### src/design/sitoa_pkg.sv
// sitoa_pkg: shared types, constants and helper functions for the signed
// integer to ascii digits unit; no dependencies
package sitoa_pkg;

  localparam int RADIX_W = 5;
  localparam int CHAR_W  = 8;
  localparam int DIGIT_W = 4;

  localparam logic [RADIX_W-1:0] RADIX_RESET = 5'd10;
  localparam logic [RADIX_W-1:0] RADIX_MIN   = 5'd2;
  localparam logic [RADIX_W-1:0] RADIX_MAX   = 5'd16;

  localparam logic [CHAR_W-1:0] CH_ZERO  = 8'h30;
  localparam logic [CHAR_W-1:0] CH_MINUS = 8'h2D;
  localparam logic [CHAR_W-1:0] CH_ALPHA = 8'h41;

  typedef enum logic [2:0] {
    ST_IDLE,
    ST_DIVIDE,
    ST_SIGN,
    ST_FETCH,
    ST_EMIT
  } sitoa_state_e;

  // saturate the base into 2..16
  function automatic logic [RADIX_W-1:0] clamp_radix(input logic [RADIX_W-1:0] r);
    logic [RADIX_W-1:0] res;
    res = r;
    if (r < RADIX_MIN) begin
      res = RADIX_MIN;
    end else if (r > RADIX_MAX) begin
      res = RADIX_MAX;
    end
    return res;
  endfunction

  // digit value to ascii, 10..15 map to upper case letters
  function automatic logic [CHAR_W-1:0] digit_char(input logic [DIGIT_W-1:0] d);
    logic [CHAR_W-1:0] res;
    if (d < 4'd10) begin
      res = CH_ZERO + {{(CHAR_W-DIGIT_W){1'b0}}, d};
    end else begin
      res = CH_ALPHA + {{(CHAR_W-DIGIT_W){1'b0}}, d - 4'd10};
    end
    return res;
  endfunction

endpackage

### src/design/sitoa_intf.sv
// sitoa channel interfaces: number input, character output, base write
// depends on sitoa_pkg for the fixed field widths

interface sitoa_in_if #(
  parameter int VALUE_BITS = 32
);
  logic                         valid;
  logic                         ready;
  logic signed [VALUE_BITS-1:0] value;

  modport source (output valid, output value, input ready);
  modport sink   (input valid, input value, output ready);
endinterface

interface sitoa_out_if;
  logic                           valid;
  logic                           ready;
  logic [sitoa_pkg::CHAR_W-1:0]   character;
  logic                           last;

  modport source (output valid, output character, output last, input ready);
  modport sink   (input valid, input character, input last, output ready);
endinterface

interface sitoa_cfg_if;
  logic                          valid;
  logic                          ready;
  logic [sitoa_pkg::RADIX_W-1:0] radix;

  modport source (output valid, output radix, input ready);
  modport sink   (input valid, input radix, output ready);
endinterface

### src/design/signed_integer_to_ascii_digits_unit.sv
// signed_integer_to_ascii_digits_unit: signed number to ascii text in base 2..16
// depends on sitoa_pkg and the channel interfaces in sitoa_intf.sv
//
//   channel | dir | payload             | transaction when
//   --------+-----+---------------------+---------------------
//   in_i    | in  | value               | in_i.valid & in_i.ready
//   cfg_i   | in  | radix               | cfg_i.valid (always ready)
//   out_o   | out | character, last     | out_o.valid & out_o.ready
//
// one number at a time; the bit-serial divider works through all VALUE_BITS
// magnitude bits for each digit, then the unit emits the minus sign if the
// number is negative and, for each character, reads the store and emits it
// reset clears control state and sets the base to ten; the digit store has none
// a stalled output holds the sign and emit states; only a waiting last
// character lets the next number's division run on
module signed_integer_to_ascii_digits_unit #(
  parameter int VALUE_BITS = 32,
  parameter int MAX_DIGITS = 32
) (
  input  logic         clk_i,
  input  logic         rst_ni,
  sitoa_in_if.sink     in_i,
  sitoa_cfg_if.sink    cfg_i,
  sitoa_out_if.source  out_o
);
  import sitoa_pkg::*;

  localparam int CNT_W = $clog2(MAX_DIGITS + 1);
  localparam int IDX_W = (MAX_DIGITS > 1) ? $clog2(MAX_DIGITS) : 1;
  localparam int BIT_W = $clog2(VALUE_BITS);
  localparam logic [BIT_W-1:0] BIT_LAST = BIT_W'(VALUE_BITS - 1);
  localparam logic [CNT_W-1:0] CNT_FULL = CNT_W'(MAX_DIGITS);
  localparam logic [CNT_W-1:0] CNT_ONE  = CNT_W'(1);

  // control state
  sitoa_state_e     state_q, state_d;
  logic [RADIX_W-1:0] radix_q;
  logic [CNT_W-1:0] cnt_q, cnt_d;
  logic [BIT_W-1:0] bit_q, bit_d;
  logic             neg_q, neg_d;
  logic             ov_q, ov_d;

  // datapath
  logic [VALUE_BITS-1:0] mag_q, mag_d;
  logic [DIGIT_W-1:0]    rem_q, rem_d;
  logic [CHAR_W-1:0]     ch_q, ch_d;
  logic                  last_q, last_d;

  // digit store, one write and one registered read port
  logic [DIGIT_W-1:0] store_mem [MAX_DIGITS];
  logic [DIGIT_W-1:0] rd_q;
  logic               st_we, rd_en;
  logic [IDX_W-1:0]   wr_addr, rd_addr;

  // divider step signals
  logic [RADIX_W-1:0]    radix_eff;
  logic [RADIX_W-1:0]    trial;
  logic                  qbit;
  logic [RADIX_W-1:0]    rem_next;
  logic [VALUE_BITS-1:0] quo_next;
  logic                  out_free;
  logic                  in_fire;
  logic [VALUE_BITS-1:0] in_val;

  assign radix_eff = clamp_radix(radix_q);
  assign in_val    = in_i.value;

  // one restoring-division bit: bring in the next magnitude bit
  assign trial    = {rem_q, mag_q[VALUE_BITS-1]};
  assign qbit     = (trial >= radix_eff);
  assign rem_next = qbit ? (trial - radix_eff) : trial;
  assign quo_next = {mag_q[VALUE_BITS-2:0], qbit};

  assign in_i.ready   = (state_q == ST_IDLE);
  assign in_fire      = in_i.valid && in_i.ready;
  assign cfg_i.ready  = 1'b1;
  assign out_free     = !ov_q || out_o.ready;

  assign out_o.valid     = ov_q;
  assign out_o.character = ch_q;
  assign out_o.last      = last_q;

  assign wr_addr = cnt_q[IDX_W-1:0];
  assign rd_addr = IDX_W'(cnt_q - CNT_ONE);

  // next state and datapath control
  always_comb begin
    state_d = state_q;
    cnt_d   = cnt_q;
    bit_d   = bit_q;
    neg_d   = neg_q;
    mag_d   = mag_q;
    rem_d   = rem_q;
    ov_d    = ov_q && !out_o.ready;
    ch_d    = ch_q;
    last_d  = last_q;
    st_we   = 1'b0;
    rd_en   = 1'b0;

    unique case (state_q)
      ST_IDLE: begin
        if (in_fire) begin
          neg_d   = in_val[VALUE_BITS-1];
          mag_d   = in_val[VALUE_BITS-1] ? (~in_val + 1'b1) : in_val;
          rem_d   = '0;
          bit_d   = '0;
          cnt_d   = '0;
          state_d = ST_DIVIDE;
        end
      end
      ST_DIVIDE: begin
        mag_d = quo_next;
        rem_d = rem_next[DIGIT_W-1:0];
        bit_d = bit_q + 1'b1;
        if (bit_q == BIT_LAST) begin
          // digit done: store remainder, restart on the quotient
          st_we = 1'b1;
          cnt_d = cnt_q + CNT_ONE;
          bit_d = '0;
          rem_d = '0;
          if (quo_next == '0 || cnt_d == CNT_FULL) begin
            state_d = neg_q ? ST_SIGN : ST_FETCH;
          end
        end
      end
      ST_SIGN: begin
        if (out_free) begin
          ov_d    = 1'b1;
          ch_d    = CH_MINUS;
          last_d  = 1'b0;
          state_d = ST_FETCH;
        end
      end
      ST_FETCH: begin
        rd_en   = 1'b1;
        state_d = ST_EMIT;
      end
      ST_EMIT: begin
        if (out_free) begin
          ov_d    = 1'b1;
          ch_d    = digit_char(rd_q);
          last_d  = (cnt_q == CNT_ONE);
          cnt_d   = cnt_q - CNT_ONE;
          state_d = (cnt_q == CNT_ONE) ? ST_IDLE : ST_FETCH;
        end
      end
      default: begin
        state_d = ST_IDLE;
      end
    endcase
  end

  always_ff @(posedge clk_i or negedge rst_ni) begin
    if (!rst_ni) begin
      state_q <= ST_IDLE;
      radix_q <= RADIX_RESET;
      cnt_q   <= '0;
      bit_q   <= '0;
      neg_q   <= 1'b0;
      ov_q    <= 1'b0;
    end else begin
      state_q <= state_d;
      cnt_q   <= cnt_d;
      bit_q   <= bit_d;
      neg_q   <= neg_d;
      ov_q    <= ov_d;
      if (cfg_i.valid && cfg_i.ready) begin
        radix_q <= cfg_i.radix;
      end
    end
  end

  always_ff @(posedge clk_i) begin
    mag_q  <= mag_d;
    rem_q  <= rem_d;
    ch_q   <= ch_d;
    last_q <= last_d;
  end

  always_ff @(posedge clk_i) begin
    if (st_we) begin
      store_mem[wr_addr] <= rem_next[DIGIT_W-1:0];
    end
    if (rd_en) begin
      rd_q <= store_mem[rd_addr];
    end
  end

  // a new number always starts a fresh division with an empty store
  a_start_clean: assert property (@(posedge clk_i) disable iff (!rst_ni)
    in_fire |=> (state_q == ST_DIVIDE) && (cnt_q == '0) && (bit_q == '0))
    else $error("division did not start clean");

  // partial remainder stays below the base
  a_rem_bound: assert property (@(posedge clk_i) disable iff (!rst_ni)
    (state_q == ST_DIVIDE) |-> ({1'b0, rem_q} < radix_eff))
    else $error("remainder not below base");

  // emitting a digit needs one in the store
  a_emit_count: assert property (@(posedge clk_i) disable iff (!rst_ni)
    (state_q == ST_EMIT || state_q == ST_FETCH) |-> (cnt_q != '0))
    else $error("digit emit with empty store");

  // digit count never passes the store depth
  a_cnt_bound: assert property (@(posedge clk_i) disable iff (!rst_ni)
    cnt_q <= CNT_FULL)
    else $error("digit count overflow");

endmodule
### src/flat_wrapper.sv
// flat-port wrapper written by rule: the top's interface ports become plain ports
module signed_integer_to_ascii_digits_unit_flat import sitoa_pkg::*;
#(
  parameter int VALUE_BITS = 32,
  parameter int MAX_DIGITS = 32
)
  (clk_i, rst_ni, in_i_valid, in_i_value, in_i_ready, cfg_i_valid, cfg_i_radix, cfg_i_ready, out_o_valid, out_o_character, out_o_last, out_o_ready);
  sitoa_in_if #(.VALUE_BITS(VALUE_BITS)) in_i_i ();
  sitoa_cfg_if cfg_i_i ();
  sitoa_out_if out_o_i ();
  input  logic clk_i;
  input  logic rst_ni;
  input wire logic [$bits(in_i_i.valid)-1:0] in_i_valid;
  input wire logic [$bits(in_i_i.value)-1:0] in_i_value;
  output wire logic [$bits(in_i_i.ready)-1:0] in_i_ready;
  input wire logic [$bits(cfg_i_i.valid)-1:0] cfg_i_valid;
  input wire logic [$bits(cfg_i_i.radix)-1:0] cfg_i_radix;
  output wire logic [$bits(cfg_i_i.ready)-1:0] cfg_i_ready;
  output wire logic [$bits(out_o_i.valid)-1:0] out_o_valid;
  output wire logic [$bits(out_o_i.character)-1:0] out_o_character;
  output wire logic [$bits(out_o_i.last)-1:0] out_o_last;
  input wire logic [$bits(out_o_i.ready)-1:0] out_o_ready;
  assign in_i_i.valid = in_i_valid;
  assign in_i_i.value = in_i_value;
  assign in_i_ready = in_i_i.ready;
  assign cfg_i_i.valid = cfg_i_valid;
  assign cfg_i_i.radix = cfg_i_radix;
  assign cfg_i_ready = cfg_i_i.ready;
  assign out_o_valid = out_o_i.valid;
  assign out_o_character = out_o_i.character;
  assign out_o_last = out_o_i.last;
  assign out_o_i.ready = out_o_ready;
  signed_integer_to_ascii_digits_unit #(.VALUE_BITS(VALUE_BITS), .MAX_DIGITS(MAX_DIGITS)) u_core (.clk_i(clk_i), .rst_ni(rst_ni), .in_i(in_i_i), .cfg_i(cfg_i_i), .out_o(out_o_i));
endmodule
### config.mk
export PLATFORM = sky130hd
export DESIGN_NAME = signed_integer_to_ascii_digits_unit_flat
export DESIGN_NICKNAME = d
export VERILOG_FILES = /design/src/design/sitoa_pkg.sv /design/src/design/sitoa_intf.sv /design/src/design/signed_integer_to_ascii_digits_unit.sv /design/src/flat_wrapper.sv
export SDC_FILE = /design/constraint.sdc
export NUM_CORES = 1
export LEC_CHECK = 0
export ABC_AREA = 1
export ABC_CLOCK_PERIOD_IN_PS = 3000
export BUFFER_PORTS_ARGS = -buffer_cell sky130_fd_sc_hd__buf_2
export CORE_MARGIN = 3
export CORE_UTILIZATION = 50
export CTS_BUF_LIST = sky130_fd_sc_hd__clkbuf_2
export DETAILED_ROUTE_END_ITERATION = 6
export GPL_TIMING_DRIVEN = 1
export MAX_ROUTING_LAYER = met4
export PLACE_DENSITY_LB_ADDON = 0.15
export SLEW_MARGIN = 10
export SYNTH_ARGS = -nofsm -noshare
export SYNTH_HDL_FRONTEND = slang
export SYNTH_SLANG_ARGS = --single-unit
export TNS_END_PERCENT = 20
### constraint.sdc
create_clock -name clk_i -period 3 [get_ports clk_i]
set_input_delay 0.6 -clock clk_i [delete_from_list [all_inputs] [get_ports clk_i]]
set_output_delay 0.6 -clock clk_i [all_outputs]
set_load 0.01 [all_outputs]
* Word-level counts from Yosys, hierarchy flattened *
Memories as Yosys holds them, arrays and structs flattened. A register that Yosys moved wholly into a read port is not among the register bits.
Cells that the tools add are included.

storage, ports and cells
  memories = 1
  RAM bits = 128
  register bits after elaboration = 66
  output and inout bits = 12
  logic and storage cells = 91

memory list
  memory            depth  bits a word  read ports  clocked after Yosys merged registers in  write ports  line                                       text
  u_core.store_mem  32     4            1           1                                        1            signed_integer_to_ascii_digits_unit.sv:50  logic [DIGIT_W-1:0] store_mem [MAX_DIGITS];

operators by class
  magnitude comparators = 4
  add/sub/neg operators = 8
  reduce and logical (&&, ||, !) cells = 17
  bitwise gates (word level) = 1
  muxes and demuxes = 38
  equality and inequality tests = 12

operators with widths
  cell                     count
  $mux W32                 2
  $pmux W32 S2             1
  $add A32 B1 Y32 const B  1
  $logic_not A32 Y1        1
  $not A32 Y32             1
  $mux W8                  3
  $mux W5                  4
  $mux W6                  3
  $pmux W6 S3              1
  $pmux W8 S2              1
  $mux W3                  5
  $pmux W3 S5              1
  $mux W4                  3
  $mux W1                  10
  $pmux W5 S2              1
  $add A7 B4 Y8 const A    1
  $ne A2 B1 Y1 const B     4
  $pmux W4 S2              1
  $add A6 B4 Y7 const A    1
  $add A6 B1 Y6 const B    1
  $eq A3 B2 Y1 const B     2
  $eq A6 B1 Y1 const B     1
  $eq A6 B6 Y1 const B     1
  $sub A6 B1 Y6 const B    1
  other kinds (24)         29

* Longest topological paths before layout *
  depth after elaboration = 9
  mapped depth = 14
  gate-level depth less buffers = 12

* Least setup slack after synthesis *
No wires, ideal clock.

  kind = reg-to-reg
  from = reg u_core.radix_q[1]
  to = mem u_core.store_mem[0][3], data pin
  library setup time = 460 ps
  buffers on the path = 0
  data arrival time = 2,832 ps
  setup slack = -293 ps
  period minus slack after synthesis = 3,293 ps
  cell stages (with the launch flop) = 9
  cells stage by stage = dfstp_2 inv_1 a21oi_1 inv_1 ha_1 nand2_1 o21ai_0 nor2_2 o21ai_0

on the way
  word-level cells in the longest chain between the ends = 5
  elaborated cells between the ends (all ways) = 7
  classes of those cells = add/sub: 1; order compare: 3; mux: 3

RTL lines
  item                                                  line                                                                                  text
  start: declaration                                    signed_integer_to_ascii_digits_unit.sv:37                                             logic [RADIX_W-1:0] radix_q;
  start signal: assignment                              signed_integer_to_ascii_digits_unit.sv:168                                            radix_q <= cfg_i.radix;
  $gt A5 B5 Y1                                          sitoa_pkg.sv:31                                                                       end else if (r > RADIX_MAX) begin
  $mux W5                                               sitoa_pkg.sv:31
  $mux W5 *                                             sitoa_pkg.sv:29                                                                       if (r < RADIX_MIN) begin
  $sub A4 B4 Y4 / $ge A5 B5 Y1 (equally long branches)  signed_integer_to_ascii_digits_unit.sv:71, signed_integer_to_ascii_digits_unit.sv:70
  $mux W4 *                                             signed_integer_to_ascii_digits_unit.sv:71                                             assign rem_next = qbit ? (trial - radix_eff) : trial;
  via u_core.rem_next[3]                                signed_integer_to_ascii_digits_unit.sv:59                                             logic [RADIX_W-1:0] rem_next;
  end: declaration                                      signed_integer_to_ascii_digits_unit.sv:50

The timed path passes the listed nets; every way through them passes the cells marked *.

* Final worst setup path *
  from = reg u_core.radix_q[3]
  to = mem u_core.store_mem[15][0], data pin

Same word-level chain as after synthesis.

==> impl_metrics.json <==
{
  "synthFlopType": "edfxtp_1",
  "fmax_mhz": 371,
  "ant_nets": 0,
  "cts_buffers": 17,
  "rsz0062_at_grt": "false",
  "via_count": 7295,
  "synth_area_mm2": 0.00989,
  "crit_start": "u_core.radix_q[3]$_DFFE_PN1P_",
  "synth-edff-count": 176,
  "reg2reg_depth": 11,
  "syn_inst": 1027,
  "postCtsSetupRepairBufs": 0,
  "endpoint": "u_core.store_mem[15][0]$_DFFE_PP_",
  "grt_overflow": 0,
  "clock_latency_ns": 0.77,
  "startpoint_type": "register",
  "layout.nets": 1137,
  "slew-limit-headroom_pct": 29.9,
  "yosys-top-cells-area": "edfxtp_1 (53%), nor2_1 (7.6%), nand2_1 (7.3%)",
  "hp-class": "in -> reg",
  "async_flop_share_pct": 10.7,
  "routed_via_density": 5.39,
  "path_max_fanout": 32,
  "drtIter0Drc": 725,
  "fin_crit_sh_pct": 89.7,
  "die_area_mm2": 0.0215,
  "status": "complete, no violations",
  "boundaryPins": 54,
  "yosysTopAreaCellShare_pct": 53.5,
  "cts.sinks": 197,
  "yosys.area.top_type": "edfxtp_1",
  "dr.pass1.iters": 5,
  "core-area_mm2": 0.0191,
  "gp_congestion": 0.920,
  "fp.dieW_um": 147,
  "hold_depth": 2,
  "grt_start_max_net_pins": 68,
  "crit-reg2reg-launch": "u_core.radix_q[3]$_DFFE_PN1P_",
  "antenna_found_initial": 1,
  "wirelength_mm": 22.1,
  "dpl.hpwl_mm": 15.1,
  "fin_skew_ns": 0.0375,
  "slew_viol_final": 0,
  "timing.max_cap.violations": 0,
  "hp-start": "cfg_i_valid",
  "final_core_util_pct": 56.2,
  "required_ns": 3.53,
  "setup_viol_count_final": 0,
  "cts_max_level": 4,
  "synth_cell_types": 44,
  "rr_endpoint": "u_core.store_mem[15][0]$_DFFE_PP_",
  "drc": 0,
  "reg2reg_setup_slack_ns": 0.31,
  "cp.arrival_ns": 3.23,
  "initial_core_util_pct": 51.8,
  "clock_path_buffers": 2,
  "n_fill_cell": 1657,
  "drive_gt1_share_pct": 12.4,
  "syn-num-nets": 1085,
  "cts_root_buf": "clkbuf_2",
  "fin_ws_ns": 0.308,
  "finalHoldViolCount": 0,
  "p_leak_nw": 4.20,
  "endpoint_kind": "register",
  "yosysSeqAreaShare_pct": 58.8,
  "synth_area_per_cell_um2": 9.63,
  "tightest_slew_ns": 1.05,
  "critical_path_class": "reg -> reg",
  "fp.dieH_um": 147,
  "final_common_cell": "nor2_1",
  "grt_pass1_wl_mm": 35.9,
  "cts_tree": "yes",
  "vdd_drop_max_mv": 0.510,
  "path_clk_slew_ns": 0.29,
  "mostFrequentLayoutCells": "nor2_1 (200), nand2_1 (191), edfxtp_1 (176)",
  "p_per_area_mw_per_mm2": 955,
  "area.growth.synth_to_final_pct": 8.54,
  "yosysWarnings": 0,
  "fin_setup_tns_ns": 0,
  "wl_per_cell_um": 16.3,
  "rows": 50,
  "track_usage_pct": 21.7,
  "ys_ff_latch": 197,
  "post-place-ws_ns": 0.407,
  "min_period_ns": 2.69,
  "first_global_vias": 6708,
  "port_buffers": 51
}
## worst max-delay path: stages, from the launching register on
cell and delay, ns:
dfstp_2 0.61, nor2_1 0.06, a211oi_1 0.28, ha_1 0.29
inv_1 0.08, nand2_1 0.05, nand2_1 0.06, o21ai_0 0.10
nor2_2 0.34, o21ai_0 0.18, inv_1 0.08, buf_4 0.33
## report_power, final
| part | total (mW) | switching [mW] | internal (mW) |
|---|---|---|---|
| registers | 4.39 | 0.245 | 4.15 |
| logic | 4.43 | 3.05 | 1.39 |
| clock network | 1.43 | 0.934 | 0.493 |
## synthesized netlist by cell type, types with 3 or more instances
| cell type | n |
|---|---|
| edfxtp_1 | 176 |
| xnor2_1 | 3 |
| inv_2 | 5 |
| buf_6 | 6 |
| inv_4 | 4 |
| nand2_1 | 191 |
| o21ai_1 | 3 |
| o21ai_2 | 5 |
| buf_4 | 5 |
| buf_2 | 20 |
| nand4_1 | 7 |
| nor3_1 | 4 |
| inv_1 | 77 |
| ha_1 | 15 |
| o211ai_2 | 9 |
| dfrtp_1 | 19 |
| a21oi_1 | 13 |
| nor2_1 | 201 |
| o211ai_1 | 30 |
| xor2_1 | 14 |
| nand3_1 | 80 |
| o21ai_0 | 101 |
| clkbuf_1 | 8 |
## layout make-up
cell class	count	area (um^2)	area share (%)
clock inverters	15	191	1.78
diodes	1	2.50	0.0233
clock buffers	17	85.1	0.793
well taps	260	325	3.03
inverters	86	333	3.10
multi-input cells	703	3500	32.6
repair buffers	74	478	4.45
flip-flops and latches	197	5810	54.2
## registers in the layout, indices dropped and copies added, names as in the netlist, 3 cells and up
name                    flops
u_core.rem_q                4
u_core.rd_q                 4
u_core.store_mem          128
u_core.cnt_q                6
u_core.bit_q                5
u_core.state_q              3
u_core.radix_q              5
u_core.mag_q               32
u_core.out_o.character      7
## metrics by stage
| step | hold WS [ns] | cell area, um^2 | total power, mW | instances |
|---|---|---|---|---|
| finish | 0.0825 | 10700 | 10.3 | 1353 |
| global route | 0.0321 | 10700 | 11.0 | 1353 |
| CTS | 0.00436 | 10700 | 10.3 | 1352 |
| detailed placement | 0.512 | 10400 | 8.89 | 1310 |
| global placement | 0.478 | 10400 | 8.88 | 1310 |
| floorplan | 0.304 | 9890 | 7.51 | 1027 |
## cell families after synthesis
| group | Yosys count | share of synthesized area, % |
|---|---|---|
| buffers and inverters | 127 | 5.85 |
| adder cells (fa/ha/maj) | 16 | 2.10 |
| XOR/XNOR | 19 | 1.95 |
| multiplexers | 2 | 0.228 |
| AND/OR/NAND/NOR | 493 | 20.4 |
| flip-flops | 197 | 58.8 |
| other | 2 | 0.0760 |
| AO/OA/AOI/OAI | 171 | 10.6 |
## per-layer routing
layer / vias up / wire, um / track usage (%)
met5: - / 0 / -
met4: 0 / 374 / 6.11
met3: 28 / 1430 / 3.76
met2: 248 / 9970 / 31.3
met1: 3410 / 10300 / 31.8
li1: 3609 / - / -
## timing repair
item | CTS | global route
hold endpoints to repair | 27 | 0
resized for setup | 0 | 0
hold buffers | 10 | 0
## how the worst min path moves through the flow
| stage | to | slack [ns] |
|---|---|---|
| after floorplan | u_core.bit_q[0]$_DFFE_PN0P_ | 0.30 |
| after CTS | u_core.radix_q[0]$_DFFE_PN0P_ | 0.004 |
| after global routing | u_core.radix_q[0]$_DFFE_PN0P_ | 0.03 |
| after detailed placement | u_core.neg_q$_DFFE_PN0P_ | 0.51 |
| final | u_core.radix_q[0]$_DFFE_PN0P_ | 0.08 |
| after global placement | u_core.neg_q$_DFFE_PN0P_ | 0.48 |
No activity file was read; power rests on OpenSTA's default activity.
